File: src/sv/assert_macros.svh
// Assertion macros shared by the block averager RTL.
// Included by the files that carry concurrent assertions; no other dependencies.
`ifndef ASSERT_MACROS_SVH
`define ASSERT_MACROS_SVH

// Checked at every rising edge of clk, ignored while rst_n is low.
`define ASSERT_CLK_RST(label, prop, msg) \
  label: assert property (@(posedge clk) disable iff (!rst_n) (prop)) else $error(msg);

// Checked at every rising edge of clk, also during reset.
`define ASSERT_CLK(label, prop, msg) \
  label: assert property (@(posedge clk) (prop)) else $error(msg);

`endif

File: src/sv/tcba_pkg.sv
// Package for the two-channel block averager: widths, codes and types.
// No dependencies; imported by the interfaces and all modules.
package tcba_pkg;

  localparam int SAMPLE_BITS_DEF = 12;
  localparam int LOG2_W          = 4;
  localparam int LOG2_MAX        = 10;
  localparam int LOG2_RESET      = 6;
  // Count reaches at most 2^LOG2_MAX before the block closes.
  localparam int CNT_W           = LOG2_MAX + 1;
  localparam int FRESH_W         = 2;

  localparam int CFG_IDX_W  = 1;
  localparam int CFG_DATA_W = LOG2_W;

  localparam logic [CFG_IDX_W-1:0] CFG_AVG_LOG2_A = 1'b0;
  localparam logic [CFG_IDX_W-1:0] CFG_AVG_LOG2_B = 1'b1;

  localparam logic OP_CONV = 1'b0;
  localparam logic OP_READ = 1'b1;

  localparam logic CH_A = 1'b0;
  localparam logic CH_B = 1'b1;

  typedef enum logic [1:0] {
    STAT_NOT_READY = 2'd0,
    STAT_READY     = 2'd1,
    STAT_OVERRUN   = 2'd2
  } tcba_status_t;

  // Control from the read decode to the result register.
  typedef struct packed {
    logic         load;
    tcba_status_t status;
  } rsp_ctl_t;

endpackage

File: src/sv/tcba_in_if.sv
// Request channel of the block averager: valid/ready plus the request fields.
// Depends on tcba_pkg.
interface tcba_in_if
  import tcba_pkg::*;
#(
  parameter int SAMPLE_BITS = SAMPLE_BITS_DEF
);
  logic                   valid;
  logic                   ready;
  logic                   op;
  logic [SAMPLE_BITS-1:0] sample_a;
  logic [SAMPLE_BITS-1:0] sample_b;
  logic                   channel;

  modport source (output valid, op, sample_a, sample_b, channel, input ready);
  modport sink   (input valid, op, sample_a, sample_b, channel, output ready);
endinterface

File: src/sv/tcba_out_if.sv
// Result channel of the block averager: valid/ready plus status and value.
// Depends on tcba_pkg.
interface tcba_out_if
  import tcba_pkg::*;
#(
  parameter int SAMPLE_BITS = SAMPLE_BITS_DEF
);
  logic                   valid;
  logic                   ready;
  tcba_status_t           status;
  logic [SAMPLE_BITS-1:0] value;

  modport source (output valid, status, value, input ready);
  modport sink   (input valid, status, value, output ready);
endinterface

File: src/sv/tcba_chan.sv
// One averaging channel: accumulator, sample count, latched mean and ready count.
// Depends on tcba_pkg and assert_macros.svh.
`include "assert_macros.svh"

module tcba_chan
  import tcba_pkg::*;
#(
  parameter int SAMPLE_BITS = SAMPLE_BITS_DEF
) (
  input  logic                   clk,
  input  logic                   rst_n,
  input  logic [LOG2_W-1:0]      avg_log2,
  input  logic                   conv_en,
  input  logic [SAMPLE_BITS-1:0] sample,
  input  logic                   rd_clr,
  output logic [SAMPLE_BITS-1:0] mean,
  output logic [FRESH_W-1:0]     fresh
);

  localparam int SUM_W = SAMPLE_BITS + LOG2_MAX;

  logic [SUM_W-1:0]       sum_r, sum_nxt, sum_add, sum_shr;
  logic [CNT_W-1:0]       count_r, count_nxt, count_inc, blk_size;
  logic [SAMPLE_BITS-1:0] mean_r, mean_nxt, avg_sat;
  logic [FRESH_W-1:0]     fresh_r, fresh_nxt;
  logic [LOG2_W-1:0]      n_eff;
  logic                   blk_done;

  always_comb begin
    // Register codes above the maximum behave as the maximum.
    n_eff     = (avg_log2 > LOG2_W'(LOG2_MAX)) ? LOG2_W'(LOG2_MAX) : avg_log2;
    sum_add   = sum_r + SUM_W'(sample);
    count_inc = count_r + CNT_W'(1);
    blk_size  = CNT_W'(1) << n_eff;
    blk_done  = (count_inc >= blk_size);
    sum_shr   = sum_add >> n_eff;
    // A block size lowered mid-block can leave an average above full scale.
    if (|sum_shr[SUM_W-1:SAMPLE_BITS]) begin
      avg_sat = '1;
    end else begin
      avg_sat = sum_shr[SAMPLE_BITS-1:0];
    end

    sum_nxt   = sum_r;
    count_nxt = count_r;
    mean_nxt  = mean_r;
    fresh_nxt = fresh_r;
    if (conv_en) begin
      if (blk_done) begin
        sum_nxt   = '0;
        count_nxt = '0;
        mean_nxt  = avg_sat;
        if (fresh_r < FRESH_W'(2)) begin
          fresh_nxt = fresh_r + FRESH_W'(1);
        end
      end else begin
        sum_nxt   = sum_add;
        count_nxt = count_inc;
      end
    end else if (rd_clr) begin
      fresh_nxt = '0;
    end
  end

  always_ff @(posedge clk) begin
    if (!rst_n) begin
      sum_r   <= '0;
      count_r <= '0;
      mean_r  <= '0;
      fresh_r <= '0;
    end else begin
      sum_r   <= sum_nxt;
      count_r <= count_nxt;
      mean_r  <= mean_nxt;
      fresh_r <= fresh_nxt;
    end
  end

  assign mean  = mean_r;
  assign fresh = fresh_r;

  `ASSERT_CLK_RST(a_fresh_sat, fresh_r != FRESH_W'(3), "ready count passed saturation")
  `ASSERT_CLK_RST(a_count_bound, count_r < (CNT_W'(1) << LOG2_MAX), "sample count out of range")
  `ASSERT_CLK_RST(a_read_clears, (rd_clr && !conv_en) |=> (fresh_r == '0), "read did not clear")

endmodule

File: src/sv/tcba_rsp.sv
// Result register of the block averager: holds one read response until taken.
// Depends on tcba_pkg and the tcba_out_if interface.
module tcba_rsp
  import tcba_pkg::*;
#(
  parameter int SAMPLE_BITS = SAMPLE_BITS_DEF
) (
  input  logic                   clk,
  input  logic                   rst_n,
  input  rsp_ctl_t               ctl,
  input  logic [SAMPLE_BITS-1:0] value,
  output logic                   can_take,
  tcba_out_if.source             out_ch
);

  logic                   valid_r, valid_nxt;
  tcba_status_t           status_r;
  logic [SAMPLE_BITS-1:0] value_r;

  // The slot frees in the same cycle its response is taken.
  assign can_take = !valid_r || out_ch.ready;

  always_comb begin
    valid_nxt = valid_r;
    if (ctl.load) begin
      valid_nxt = 1'b1;
    end else if (out_ch.ready) begin
      valid_nxt = 1'b0;
    end
  end

  always_ff @(posedge clk) begin
    if (!rst_n) begin
      valid_r <= 1'b0;
    end else begin
      valid_r <= valid_nxt;
    end
  end

  always_ff @(posedge clk) begin
    if (ctl.load) begin
      status_r <= ctl.status;
      value_r  <= value;
    end
  end

  assign out_ch.valid  = valid_r;
  assign out_ch.status = status_r;
  assign out_ch.value  = value_r;

endmodule

File: src/sv/two_channel_block_averager_unit.sv
// Top level of the two-channel block averager: config registers, two channels,
// read decode and result register. Depends on tcba_pkg, interfaces, tcba_chan, tcba_rsp.
//
//   Port      Dir   Carries
//   in_ch     in    op, sample_a, sample_b, channel (conversion or read request)
//   out_ch    out   status, value (one response per read request)
//   cfg_*     in    avg_log2_a / avg_log2_b writes
//
// One request per cycle: the channel state updates at the accepting edge and a read
// response lands in the result register at the same edge. The result register sets
// the rate: in_ch.ready is low only while a response waits and out_ch.ready is low.
// Reset is synchronous; all counts, sums and averages clear to zero and both block
// sizes return to 64 samples.
`include "assert_macros.svh"

module two_channel_block_averager_unit
  import tcba_pkg::*;
#(
  parameter int SAMPLE_BITS = SAMPLE_BITS_DEF
) (
  input  logic                  clk,
  input  logic                  rst_n,
  input  logic                  cfg_we,
  input  logic [CFG_IDX_W-1:0]  cfg_idx,
  input  logic [CFG_DATA_W-1:0] cfg_wdata,
  tcba_in_if.sink               in_ch,
  tcba_out_if.source            out_ch
);

  logic [LOG2_W-1:0]      avg_log2_a_r, avg_log2_b_r;
  logic                   can_take, acc, conv_en, rd_en;
  logic [SAMPLE_BITS-1:0] mean_a, mean_b, rd_mean, rd_value;
  logic [FRESH_W-1:0]     fresh_a, fresh_b, rd_fresh;
  rsp_ctl_t               rsp_ctl;

  always_ff @(posedge clk) begin
    if (!rst_n) begin
      avg_log2_a_r <= LOG2_W'(LOG2_RESET);
      avg_log2_b_r <= LOG2_W'(LOG2_RESET);
    end else if (cfg_we) begin
      case (cfg_idx)
        CFG_AVG_LOG2_A: avg_log2_a_r <= cfg_wdata;
        CFG_AVG_LOG2_B: avg_log2_b_r <= cfg_wdata;
        default: ;
      endcase
    end
  end

  assign in_ch.ready = can_take;
  assign acc         = in_ch.valid && can_take;
  assign conv_en     = acc && (in_ch.op == OP_CONV);
  assign rd_en       = acc && (in_ch.op == OP_READ);

  tcba_chan #(.SAMPLE_BITS(SAMPLE_BITS)) u_chan_a (
    .clk      (clk),
    .rst_n    (rst_n),
    .avg_log2 (avg_log2_a_r),
    .conv_en  (conv_en),
    .sample   (in_ch.sample_a),
    .rd_clr   (rd_en && (in_ch.channel == CH_A)),
    .mean     (mean_a),
    .fresh    (fresh_a)
  );

  tcba_chan #(.SAMPLE_BITS(SAMPLE_BITS)) u_chan_b (
    .clk      (clk),
    .rst_n    (rst_n),
    .avg_log2 (avg_log2_b_r),
    .conv_en  (conv_en),
    .sample   (in_ch.sample_b),
    .rd_clr   (rd_en && (in_ch.channel == CH_B)),
    .mean     (mean_b),
    .fresh    (fresh_b)
  );

  always_comb begin
    rd_mean  = (in_ch.channel == CH_A) ? mean_a : mean_b;
    rd_fresh = (in_ch.channel == CH_A) ? fresh_a : fresh_b;
    rsp_ctl.load = rd_en;
    rd_value     = rd_mean;
    case (rd_fresh)
      FRESH_W'(0): begin
        rsp_ctl.status = STAT_NOT_READY;
        rd_value       = '0;
      end
      FRESH_W'(1): rsp_ctl.status = STAT_READY;
      default:     rsp_ctl.status = STAT_OVERRUN;
    endcase
  end

  tcba_rsp #(.SAMPLE_BITS(SAMPLE_BITS)) u_rsp (
    .clk      (clk),
    .rst_n    (rst_n),
    .ctl      (rsp_ctl),
    .value    (rd_value),
    .can_take (can_take),
    .out_ch   (out_ch)
  );

  `ASSERT_CLK_RST(a_read_responds, rd_en |=> out_ch.valid, "read request gave no response")

endmodule
File: src/flat_wrapper.sv
// flat-port wrapper written by rule: the top's interface ports become plain ports
module two_channel_block_averager_unit_flat import tcba_pkg::*;
#(
  parameter int SAMPLE_BITS = SAMPLE_BITS_DEF
)
  (clk, rst_n, cfg_we, cfg_idx, cfg_wdata, in_ch_valid, in_ch_op, in_ch_sample_a, in_ch_sample_b, in_ch_channel, in_ch_ready, out_ch_valid, out_ch_status, out_ch_value, out_ch_ready);
  tcba_in_if #(.SAMPLE_BITS(SAMPLE_BITS)) in_ch_i ();
  tcba_out_if #(.SAMPLE_BITS(SAMPLE_BITS)) out_ch_i ();
  input  logic clk;
  input  logic rst_n;
  input  logic cfg_we;
  input  logic [CFG_IDX_W-1:0] cfg_idx;
  input  logic [CFG_DATA_W-1:0] cfg_wdata;
  input wire logic [$bits(in_ch_i.valid)-1:0] in_ch_valid;
  input wire logic [$bits(in_ch_i.op)-1:0] in_ch_op;
  input wire logic [$bits(in_ch_i.sample_a)-1:0] in_ch_sample_a;
  input wire logic [$bits(in_ch_i.sample_b)-1:0] in_ch_sample_b;
  input wire logic [$bits(in_ch_i.channel)-1:0] in_ch_channel;
  output wire logic [$bits(in_ch_i.ready)-1:0] in_ch_ready;
  output wire logic [$bits(out_ch_i.valid)-1:0] out_ch_valid;
  output wire logic [$bits(out_ch_i.status)-1:0] out_ch_status;
  output wire logic [$bits(out_ch_i.value)-1:0] out_ch_value;
  input wire logic [$bits(out_ch_i.ready)-1:0] out_ch_ready;
  assign in_ch_i.valid = in_ch_valid;
  assign in_ch_i.op = in_ch_op;
  assign in_ch_i.sample_a = in_ch_sample_a;
  assign in_ch_i.sample_b = in_ch_sample_b;
  assign in_ch_i.channel = in_ch_channel;
  assign in_ch_ready = in_ch_i.ready;
  assign out_ch_valid = out_ch_i.valid;
  assign out_ch_status = out_ch_i.status;
  assign out_ch_value = out_ch_i.value;
  assign out_ch_i.ready = out_ch_ready;
  two_channel_block_averager_unit #(.SAMPLE_BITS(SAMPLE_BITS)) u_core (.clk(clk), .rst_n(rst_n), .cfg_we(cfg_we), .cfg_idx(cfg_idx), .cfg_wdata(cfg_wdata), .in_ch(in_ch_i), .out_ch(out_ch_i));
endmodule
File: config.mk
export PLATFORM = sky130hd
export DESIGN_NAME = two_channel_block_averager_unit_flat
export DESIGN_NICKNAME = d
export VERILOG_FILES = /design/src/sv/tcba_pkg.sv /design/src/sv/tcba_in_if.sv /design/src/sv/tcba_out_if.sv /design/src/sv/tcba_chan.sv /design/src/sv/tcba_rsp.sv /design/src/sv/two_channel_block_averager_unit.sv /design/src/flat_wrapper.sv
export VERILOG_INCLUDE_DIRS = /design/src /design/src/sv
export SDC_FILE = /design/constraint.sdc
export NUM_CORES = 1
export LEC_CHECK = 0
export BUFFER_PORTS_ARGS = -buffer_cell sky130_fd_sc_hd__buf_4
export CORE_MARGIN = 5
export CORE_UTILIZATION = 35
export DETAILED_ROUTE_END_ITERATION = 7
export GPL_ROUTABILITY_DRIVEN = 0
export GPL_TIMING_DRIVEN = 0
export SLEW_MARGIN = 20
export SYNTH_ARGS = -nofsm -noshare
export SYNTH_HDL_FRONTEND = slang
export SYNTH_SLANG_ARGS = --single-unit
File: constraint.sdc
create_clock -name clk -period 10.1 [get_ports clk]
set_clock_uncertainty 0.05 [all_clocks]
set_input_delay 2.02 -clock clk [delete_from_list [all_inputs] [get_ports clk]]
set_output_delay 2.02 -clock clk [all_outputs]
set_load 0.1 [all_outputs]
==> reports/metrics.yaml, run 1 <==
status:
  outcome: "complete, no violations"
clocking:
  tritoncts: "done"
  htree_num_levels: 4
  post_cts_buffers: 0
  clockBufferDepth: 2
  numCtsBuffers: 17
  cts-root-buf: "clkbuf_16"
  cts_hold_buf: 0
  clk_pin_slew_worst_paths_ns: 0.06
  cts-resized-gates: 0
  insertion_delay_ns: 0.42
  numClockSinks: 117
detailed_routing:
  wl_met2_um: 14040
  drt_pass1_iterations: 8
  vias_per_cell: 5.837
  drc: 0
  met3_length_um: 2761
  routed.top_layer: "met4"
  vias: 10230
  drtIter0Drc: 1245
  met1_length_um: 15640
  drtAntennaViolNets: 0
  wirelength_um: 33100
  wl_per_cell_um: 18.88
floorplan:
  top_level_ports: 52
  start_util_pct: 35.70
  die_w_um: 178.8
  die-area_um2: 31970
  std_cell_rows: 61
  fp.coreArea_um2: 27930
  die_y_um: 178.8
yosys:
  netlist_area_um2: 9972
  synth_cell_types: 94
  synth.yosys.warnings: 0
  async_reset_ff_share_pct: 0
  syn_nets: 1379
  synth_cells: 1293
  synth_seq_cells: 117
  ys_seq_area_share_pct: 24.89
  synthFlopType: "dfxtp_1"
  synth_edf_count: 14
  avgSynthCellArea_um2: 7.712
timing:
  hold_violations: 0
  drv_slew: 0
  max_freq_mhz: 190.9
  worst_slew_pin_slew_ns: 0.9045
  fin_crit_sh_pct: 51.87
  fin_setup_tns_ns: 0
  fin_crit_ns: 5.239
  setup_viol: 0
  rsz0062_at_grt: "false"
  relSlewSlack_pct: 39.16
finish:
  nNetsFinal: 1448
  drive_gt1_share_pct: 10.69
  fin_area_um2: 11420
  final_cell_mix: "nand2_1, dfxtp_1, o21ai_0"
  area_growth_pct: 14.48
  register_area_um2: 2482
  fillers: 2921
  antenna_cells: 0
  multi_input_area_um2: 6954
  mostFrequentLayoutCell: "nand2_1"
grt:
  grt_first_pass_wirelength_um: 51830
  grtUsageTotal_pct: 20.51
  antenna_found_initial: 0
  grt_pass1_vias: 9300
  grt_start_max_net_pins: 17
  grt_overflow: 0
pwr:
  p_leak_uw: 0.004342
  power_density_nw_per_um2: 132.6
  worst_ir_drop_vdd_uv: 116.4
worst_setup_path:
  crit_required_ns: 10.41
  end_kind: "flop"
  arrival_ns: 5.55
  crit_path_max_fanout: 7
  cp-start-kind: "input port"
  worst-setup-path-type: "input port to flop"
place:
  dpl.hpwl_um: 25660
  portBuffers: 49
  dpl_cell_area_um2: 10830
hold_path:
  hold_path_class: "flop to flop"
flow_run:
  cap_violations: 0
==> per-stage QoR <==
| stage | power [µW] | util (%) | hold slack, ns | setup WS [ns] | std cells |
|---|---|---|---|---|---|
| detailed placement | 890.1 | 38.75 | 0.4123 | 4.561 | 1721 |
| global route | 1577 | 40.87 | 0.4401 | 4.589 | 1753 |
| floorplan | 774.0 | - | 0.3947 | 5.212 | 1293 |
| global placement | 886.0 | 38.71 | 0.4065 | 4.265 | 1720 |
| CTS | 1515 | 40.87 | 0.4205 | 4.960 | 1753 |
| finish | 1514 | 40.87 | 0.4179 | 4.861 | 1753 |
==> layer usage <==
metal / vias up / track usage [%]
met3: 49 / 3.184
met1: 4809 / 30.54
met2: 424 / 30.62
met4: 0 / 5.596
met5: - / 0
li1: 4951 / -
==> flip-flops by register name, indices dropped and copies added (netlist names), 2 cells and up <==
| register | flops |
|---|---|
| u_core.u_chan_a.count_r | 11 |
| u_core.avg_log2_b_r | 4 |
| u_core.u_chan_a.mean | 12 |
| u_core.avg_log2_a_r | 4 |
| u_core.u_chan_b.sum_r | 22 |
| u_core.u_rsp.out_ch.value | 12 |
| u_core.u_chan_a.sum_r | 22 |
| u_core.u_chan_b.mean | 12 |
| u_core.u_rsp.out_ch.status | 2 |
| u_core.u_chan_b.fresh | 2 |
| u_core.u_chan_b.count_r | 11 |
| u_core.u_chan_a.fresh | 2 |
==> power by group <==
group,leakage (µW),switching [µW],internal (µW)
registers,0.000964,12.7,489
logic,0.00309,253,135
clock network,0.000283,237,387
==> critical path, cell delays in order <==
cell	delay, ns
buf_4	0.11
ha_1	0.23
fa_1	0.46
a21oi_1	0.17
o211a_1	0.34
o21ai_0	0.20
nor4_2	0.68
inv_1	0.08
mux4_2	0.51
mux2_2	0.28
mux2i_1	0.24
o221a_1	0.22
==> worst paths after layout <==
| path | cells past startpoint | end | slack, ns | startpoint |
|---|---|---|---|---|
| max reg2reg | 16 | u_core.u_chan_b.sum_r[20] | 4.94 | u_core.avg_log2_b_r[2] |
| min reg2reg | 2 | u_core.u_chan_b.sum_r[4] | 0.42 | u_core.u_chan_b.sum_r[4] |
| max | 12 | u_core.u_chan_b.mean[5] | 4.86 | in_ch_sample_b[0] |
| min | 2 | u_core.u_chan_b.sum_r[4] | 0.42 | u_core.u_chan_b.sum_r[4] |
==> Yosys cell counts (7+ instances only) <==
master | number | share of area, %
nand3_1 | 65 | 3.3
nor3_1 | 24 | 1.2
xor2_1 | 28 | 2.5
a21o_1 | 12 | 0.90
a211oi_1 | 21 | 1.6
o21ai_0 | 92 | 4.6
ha_1 | 48 | 6.0
a31oi_1 | 19 | 1.2
dfxtp_1 | 103 | 21
and2_1 | 34 | 2.1
nor2b_1 | 20 | 1.3
mux2i_1 | 38 | 3.8
nand4_1 | 17 | 1.1
nor2_1 | 87 | 3.3
or2_2 | 7 | 0.44
and3_1 | 22 | 1.4
mux2_2 | 7 | 0.79
nand2b_1 | 7 | 0.44
xnor2_1 | 18 | 1.6
inv_1 | 20 | 0.75
clkbuf_1 | 69 | 2.6
o31ai_1 | 12 | 0.90
o21a_1 | 14 | 1.1
nand2_1 | 165 | 6.2
o211ai_1 | 21 | 1.6
buf_6 | 8 | 0.90
a21oi_1 | 76 | 3.8
a21boi_0 | 46 | 3.5
nand3b_1 | 12 | 0.90
o221a_1 | 10 | 1.1
buf_2 | 8 | 0.40
edfxtp_1 | 14 | 4.2
==> layout make-up <==
type | instances | area share [%]
Timing Repair Buffer | 50 | 3.266
Tap cell | 378 | 4.143
Clock inverter | 13 | 1.381
Clock buffer | 19 | 3.792
Sequential cell | 117 | 21.74
Inverter | 22 | 0.7234
Multi-Input combinational cell | 1058 | 60.92
Buffer | 96 | 4.033
==> cell families (layout without fill, tap and decap cells) <==
| kind of cell | count (synthesis) | in the layout | share of synthesized area [%] |
|---|---|---|---|
| AO/OA/AOI/OAI | 419 | 419 | 29.07 |
| XOR/XNOR | 46 | 46 | 4.040 |
| adder cells (fa/ha/maj) | 50 | 50 | 6.424 |
| buffers and inverters | 118 | 200 | 5.445 |
| flip-flops | 117 | 117 | 24.89 |
| multiplexers | 51 | 51 | 5.960 |
| AND/OR/NAND/NOR | 492 | 492 | 24.17 |
No activity file was read; power rests on OpenSTA's default activity.
==> inputs of run 2 (changes only) <==
- ABC_AREA: default -> 1
- clock period: 10.1 -> 5 ns (I/O delays scaled with it)
==> run 2 against run 1 <==
  * First-iteration DRC count is 41% lower
  * Flip-flop and latch count unchanged
  * Area after synthesis decreased by 5.7%
  * Worst hold slack better by 0.0011 ns
  * Synthesized cell count is 21% higher
  * Die area fell by 5.3%
  * Sequential share of layout area up 1.2 points
  * Core utilization is 0.33 points lower
  * Combinational power is 89% higher
  * Critical endpoint is now u_core.u_chan_b.mean[4]
==> reports/metrics.yaml, run 2 <==
pwr:
  p_leak_uw: 0.005119  # was 0.004342 µW
  power_density_nw_per_um2: 284.6  # was 132.6 nW/µm²
  worst_ir_drop_vdd_uv: 162.3  # was 116.4 µV
  finalPower_uw: 3083  # was 1514 µW
detailed_routing:
  wirelength_um: 28380  # was 33100 µm
  vias_per_cell: 5.031  # was 5.837
  drtIter0Drc: 735  # was 1245
  drtAntennaViolNets: 0  # unchanged
  drt_pass1_iterations: 5  # was 8
  vias: 10010  # was 10230
  wl_per_cell_um: 14.26  # was 18.88 µm
  drc: 0  # unchanged
clocking:
  post_cts_buffers: 0  # unchanged
  clockBufferDepth: 2  # unchanged
  cts-root-buf: "clkbuf_16"  # unchanged
  tritoncts: "done"  # unchanged
  cts_hold_buf: 0  # unchanged
  numCtsBuffers: 17  # unchanged
  numClockSinks: 117  # unchanged
  cts-resized-gates: 0  # unchanged
  clk_pin_slew_worst_paths_ns: 0.06  # about the same
  insertion_delay_ns: 0.43  # was 0.42 ns
  htree_num_levels: 4  # unchanged
yosys:
  synth_top_cell_by_area: "nand2_1"  # was dfxtp_1
  synth.yosys.warnings: 0  # unchanged
  synth.most_common_cell: "nand2_1"  # unchanged
  synth_commonest_cells: "nand2_1, nand3_1, inv_1, nor2_1, a21oi_1"  # was nand2_1, dfxtp_1, o21ai_0, nor2_1, a21oi_1
  synthFlopType: "dfxtp_1"  # unchanged
  synth_seq_cells: 117  # unchanged
  synth_top_area_share_pct: 22.50  # was 20.68%
  netlist_area_um2: 9408  # was 9972 µm²
  syn_nets: 1653  # was 1379
  synth_cell_types: 49  # was 94
  synth_edf_count: 14  # unchanged
  async_reset_ff_share_pct: 0  # unchanged
  synth_cells: 1567  # was 1293
  synth.area.top_cells: "nand2_1, dfxtp_1, nand3_1"  # was dfxtp_1, nand2_1, ha_1
  avgSynthCellArea_um2: 6.004  # was 7.712 µm²
  ys_seq_area_share_pct: 26.39  # was 24.89%
worst_setup_path:
  end_kind: "flop"  # unchanged
  arrival_ns: 4.28  # was 5.55 ns
  crit_top_cell: "nand3_1"
  max_stage_delay_ns: 0.48  # was 0.68 ns
  cp-start-kind: "flop"  # was input port
  crit_path_max_fanout: 10  # was 7
  crit_required_ns: 5.27  # was 10.41 ns
  path_cells: "ha_1 -> nand3_1 -> nor2_1 -> nand4_1 -> and3b_1 -> xnor2_1 -> inv_1 -> ha_1 -> nand2_1 -> nor2_1 -> nand3_1 -> nand4_1 -> nand2_1 -> inv_1 -> clkbuf_1 -> nand3_1 -> a21oi_1 -> nand3_1 -> nand2_1 -> inv_1"  # was buf_4 -> ha_1 -> fa_1 -> a21oi_1 -> o211a_1 -> o21ai_0 -> nor4_2 -> inv_1 -> mux4_2 -> mux2_2 -> mux2i_1 -> o221a_1
  crit_buf_inv: 4  # was 2
  crit_family: "simple AND/OR/NAND/NOR gates"  # was multiplexers
  worst-setup-path-type: "flop to flop"  # was input port to flop
  crit_slowest_cell: "dfxtp_1"  # was nor4_2
timing:
  hold_violations: 0  # unchanged
  fin_crit_sh_pct: 80.26
  fin_crit_ns: 4.013
  fin_setup_tns_ns: 0  # unchanged
  rsz0062_at_grt: "false"  # unchanged
  setup_viol: 0  # unchanged
  max_freq_mhz: 249.2
  drv_slew: 0  # unchanged
  relSlewSlack_pct: 48.96  # was 39.16%
  worst_slew_pin_slew_ns: 0.7647  # was 0.9045 ns
grt:
  grt_overflow: 0  # unchanged
  grt_first_pass_wirelength_um: 46990  # was 51830 µm
  grt_start_max_net_pins: 17  # unchanged
  grt_pass1_vias: 9702  # was 9300
  grtUsageTotal_pct: 18.83  # was 20.51%
  antenna_found_initial: 0  # unchanged
floorplan:
  die-area_um2: 30260  # was 31970 µm²
  start_util_pct: 35.20  # was 35.70%
  die_y_um: 174.0  # was 178.8 µm
  top_level_ports: 52  # unchanged
  std_cell_rows: 60  # was 61
  die_w_um: 174.0  # was 178.8 µm
  fp.coreArea_um2: 26730  # was 27930 µm²
place:
  dpl.hpwl_um: 22640  # was 25660 µm
  placedCellCount: 1958  # was 1721
  portBuffers: 50  # was 49
  dpl_cell_area_um2: 10210  # was 10830 µm²
finish:
  nNetsFinal: 1722  # was 1448
  fillers: 2915  # was 2921
  drive_gt1_share_pct: 8.065  # was 10.69%
  mostFrequentLayoutCell: "nand2_1"  # unchanged
  antenna_cells: 0  # unchanged
  final_cell_mix: "nand2_1, nand3_1, inv_1"  # was nand2_1, dfxtp_1, o21ai_0
  reg.largest.list: "u_core.u_chan_a.sum_r (22), u_core.u_chan_b.sum_r (22)"  # unchanged
  area_growth_pct: 15.15  # was 14.48%
  final-instance-count-excl-fill: 1990  # was 1753
  fin_area_um2: 10830  # was 11420 µm²
hold_path:
  hold_path_class: "flop to flop"  # unchanged
status:
  outcome: "complete, no violations"  # unchanged
flow_run:
  cap_violations: 0  # unchanged
-- run 2: report_power, final --
group	switching, µW	leakage [µW]	internal (µW)	total, µW
combinational	503	0.00384	230	733
clock	452	0.000300	876	1330
sequential	28.8	0.000974	994	1020
-- run 2: stage by stage --
stage	worst slack (ns)	hold WS, ns	utilization (%)
global placement	1.037	0.4001	38.20
floorplan	1.694	0.3869	-
detailed placement	1.000	0.4120	38.21
CTS	0.9768	0.4209	40.53
global route	0.5563	0.4396	40.53
finish	0.9868	0.4190	40.53
-- run 2: final timing paths --
check                                   from  cells past startpoint                       end  slack, ns
hold / removal      u_core.u_chan_a.sum_r[2]                      2  u_core.u_chan_a.sum_r[2]       0.42
setup / recovery  u_core.u_chan_b.count_r[0]                     20   u_core.u_chan_b.mean[4]       0.99
setup reg to reg  u_core.u_chan_b.count_r[0]                     20   u_core.u_chan_b.mean[4]       0.99
hold reg to reg     u_core.u_chan_a.sum_r[2]                      2  u_core.u_chan_a.sum_r[2]       0.42
-- run 2: kinds of logic after synthesis --
kind of cell    synth area share (%)
buf+inv                        10.29
simple gates                   43.36
xor+xnor                       2.886
flops                          26.39
compound gates                 10.16
mux                           0.1064
fa+ha+maj                      6.809
-- run 2: final cells by class --
type	instances	area, µm²	share of cell area [%]
Clock inverter	12	183.9	1.698
Timing Repair Buffer	50	375.4	3.465
Inverter	174	655.6	6.052
Multi-Input combinational cell	1219	5959	55.01
Clock buffer	20	436.7	4.031
Sequential cell	117	2482	22.92
Tap cell	341	426.7	3.939
Buffer	57	312.8	2.888
-- run 2: layer usage --
| layer | GRT usage, % | routed length [µm] | share of wire, % | vias to the layer above |
|---|---|---|---|---|
| met4 | 6.203 | 713 | 2.5 | 0 |
| met1 | 23.63 | 12870 | 45 | 4544 |
| met5 | 0 | 0 | 0 | - |
| met3 | 2.958 | 1102 | 3.9 | 48 |
| met2 | 33.05 | 13690 | 48 | 235 |
| li1 | - | - | - | 5185 |
-- run 2: worst register-to-register path, delay by kind of cell (launching register included) --
kind / cells / cell delay [ns]
and+or+nand+nor: 12 / 1.80
xor gates and xnor gates: 1 / 0.12
AOI/OAI and AO/OA: 1 / 0.21
buffers and inverters: 4 / 0.72
adders and majority gates: 2 / 0.56
DFF: 1 / 0.48
==> inputs of run 3 (changes only) <==
- ABC_AREA: 1 -> 0
- clock period: 5 -> 3.27 ns (I/O delays scaled with it)
==> run 3 against run 2 <==
  * The run now ends with setup timing left
  * Worst setup slack got worse by 1.1 ns
  * Routed wire length rose by 29%
  * Sequential share of layout area fell by 4.4 points
  * Final area rose by 25%
  * Total power rose by 64%
  * Global-route usage rose by 3.2 points
  * Flip-flop and latch count did not move
  * Clock power rose by 49%
==> reports/metrics.yaml, run 3 (synthesized netlist as in run 1, its figures left out) <==
finish:
  final-instance-count-excl-fill: 1831  # was 1990
  antenna_cells: 0  # unchanged
  mostFrequentLayoutCell: "nand2_1"  # unchanged
  reg.largest.list: "u_core.u_chan_a.sum_r (22), u_core.u_chan_b.sum_r (22)"  # unchanged
  nNetsFinal: 1527  # was 1722
  fin_util_pct: 48.48  # was 40.53%
  final_cell_mix: "nand2_1, buf_4, dfxtp_1"  # was nand2_1, nand3_1, inv_1
  area_growth_pct: 35.81  # was 15.15%
  fin_area_um2: 13540  # was 10830 µm²
  drive_gt1_share_pct: 29.66  # was 8.065%
floorplan:
  fp.coreArea_um2: 27930  # was 26730 µm²
  die_w_um: 178.8  # was 174.0 µm
  die-area_um2: 31970  # was 30260 µm²
  die_y_um: 178.8  # was 174.0 µm
  start_util_pct: 35.70  # was 35.20%
  std_cell_rows: 61  # was 60
  top_level_ports: 52  # unchanged
worst_setup_path:
  path_cells: "ha_4 -> and3_4 -> and3_4 -> and3_4 -> xor2_1 -> ha_2 -> nor3_4 -> o21ai_2 -> o221ai_4 -> o22a_2 -> a221o_2 -> nor4b_4 -> o211ai_2 -> buf_6 -> o221a_1"  # was ha_1 -> nand3_1 -> nor2_1 -> nand4_1 -> and3b_1 -> xnor2_1 -> inv_1 -> ha_1 -> nand2_1 -> nor2_1 -> nand3_1 -> nand4_1 -> nand2_1 -> inv_1 -> clkbuf_1 -> nand3_1 -> a21oi_1 -> nand3_1 -> nand2_1 -> inv_1
  end_kind: "flop"  # unchanged
  crit_slowest_cell: "dfxtp_2"  # was dfxtp_1
  r2r_setup_slack_ns: -0.14  # was 0.99 ns
  crit_top_cell: "and3_4"  # was nand3_1
  r2r-start: "u_core.u_chan_b.count_r[1]"  # was u_core.u_chan_b.count_r[0]
  crit_path_max_fanout: 5  # was 10
  max_stage_delay_ns: 0.36  # was 0.48 ns
  cp-startpoint: "u_core.u_chan_b.count_r[1]"  # was u_core.u_chan_b.count_r[0]
  reg2reg_depth: 15  # was 20
  reg2reg_to: "u_core.u_chan_b.mean[4]"  # unchanged
  arrival_ns: 3.67  # was 4.28 ns
  worst-setup-path-type: "flop to flop"  # unchanged
  crit_required_ns: 3.53  # was 5.27 ns
  cp-start-kind: "flop"  # unchanged
place:
  portBuffers: 49  # was 50
  placedCellCount: 1720  # was 1958
  dpl.hpwl_um: 25950  # was 22640 µm
  dpl_cell_area_um2: 11070  # was 10210 µm²
clocking:
  clk_pin_slew_worst_paths_ns: 0.06  # about the same
  htree_num_levels: 4  # unchanged
  tritoncts: "done"  # unchanged
  cts-root-buf: "clkbuf_16"  # unchanged
  numCtsBuffers: 17  # unchanged
  clockBufferDepth: 2  # unchanged
  numClockSinks: 117  # unchanged
  insertion_delay_ns: 0.43  # about the same
detailed_routing:
  wl_per_cell_um: 20.01  # was 14.26 µm
  wirelength_um: 36640  # was 28380 µm
  vias_per_cell: 5.945  # was 5.031
  drt_pass1_iterations: 6  # was 5
  drtIter0Drc: 1210  # was 735
  vias: 10890  # was 10010
  drtAntennaViolNets: 0  # unchanged
  drc: 0  # unchanged
pwr:
  p_leak_uw: 0.005153  # was 0.005119 µW
  worst_ir_drop_vdd_uv: 441.6  # was 162.3 µV
  finalPower_uw: 5057  # was 3083 µW
  power_density_nw_per_um2: 373.4  # was 284.6 nW/µm²
timing:
  hold_violations: 0  # unchanged
  worst_slew_pin_slew_ns: 0.8442  # was 0.7647 ns
  drv_slew: 0  # unchanged
  rsz0062_at_grt: "true"  # was false
  fin_ws_ns: -0.1402  # was 0.9868 ns
  setup_viol: 21  # was 0
  worst_hold_slack_ns: 0.4086  # was 0.4190 ns
  max_freq_mhz: 293.2  # was 249.2 MHz
  relSlewSlack_pct: 43.51  # was 48.96%
  fin_crit_sh_pct: 104.3  # was 80.26%
  fin_crit_ns: 3.410  # was 4.013 ns
grt:
  grt_pass1_vias: 9920  # was 9702
  grtUsageTotal_pct: 22.00  # was 18.83%
  grt_start_max_net_pins: 17  # unchanged
  grt_first_pass_wirelength_um: 55400  # was 46990 µm
  antenna_found_initial: 1  # was 0
  grt_overflow: 0  # unchanged
hold_path:
  hp-start: "u_core.u_chan_a.sum_r[3]"  # was u_core.u_chan_a.sum_r[2]
  worstHoldPathCells: 2  # unchanged
  hold_path_class: "flop to flop"  # unchanged
  hold_end: "u_core.u_chan_a.sum_r[3]"  # was u_core.u_chan_a.sum_r[2]
status:
  outcome: "finished, violations left"  # was complete, no violations
  violations: "setup timing"
flow_run:
  cap_violations: 0  # unchanged
==> run 3: cell types whose count changed in the layout (fill, tap and decap cells not counted), sizes merged, moves of 37 or more <==
cell and delta:
nand2 -405, inv -149, nand3 -124, buf +101, nor2 -61, o21ai +56, a21boi +46, a21oi -37
mux2i +37
==> run 3: layout make-up <==
cell class	instances	area [µm²]
Clock inverter	14	176.4
Sequential cell	117	2505
Clock buffer	17	425.4
Timing Repair Buffer	135	1072
Multi-Input combinational cell	1059	8094
Tap cell	378	473.0
Inverter	22	95.09
Fill cell	2644	14390
Buffer	89	701.9
==> run 3: worst max-delay path by stage <==
stage                                     to  slack [ns]  cells past startpoint
finish               u_core.u_chan_b.mean[4]       -0.14                     15
global route         u_core.u_chan_b.mean[4]       -0.26                     13
CTS                 u_core.u_chan_b.mean[10]       -0.06                     14
detailed placement  u_core.u_chan_a.mean[11]       -0.76                     12
global placement     u_core.u_chan_a.mean[8]       -0.74                     12
floorplan           u_core.u_chan_b.mean[10]       -0.03                     12
==> run 3: repair_timing <==
item / 4_1_cts / 5_1_grt
resized for setup: 152 / 148
hold buffers: 0 / 0
buffers inserted: 58 / 23
setup endpoints to repair: 94 / 91
gates cloned: 7 / 1
pin swaps: 41 / 53
==> run 3: worst max-delay path: cells and delay by family (launching register included) <==
| family | cells | cell delay (ns) |
|---|---|---|
| buffers and inverters | 1 | 0.17 |
| and+or+nand+nor | 5 | 0.88 |
| adders and majority gates | 2 | 0.42 |
| xor gates and xnor gates | 1 | 0.22 |
| AOI/OAI and AO/OA | 6 | 1.18 |
| DFF | 1 | 0.36 |
==> run 3: power by group <==
| group | total, µW | switching [µW] | internal (µW) |
|---|---|---|---|
| Clock | 1980 | 776 | 1200 |
| Combinational | 1520 | 912 | 611 |
| Sequential | 1550 | 45.0 | 1510 |
| Total | 5060 | 1730 | 3320 |
==> run 3: layer usage <==
layer	part of all wire, %	track usage (%)	wire length (µm)
met5	0.035	0	13
met4	3.6	7.963	1317
met3	7.4	4.302	2713
met2	44	33.06	16050
met1	45	31.24	16550
==> run 3: metrics by stage <==
stage               TNS (ns)  setup slack [ns]
finish                -1.670           -0.1402
global route          -6.768           -0.2642
CTS                  -0.6026          -0.06499
detailed placement    -51.94           -0.7595
global placement      -49.89           -0.7369
floorplan            -0.2840          -0.03159
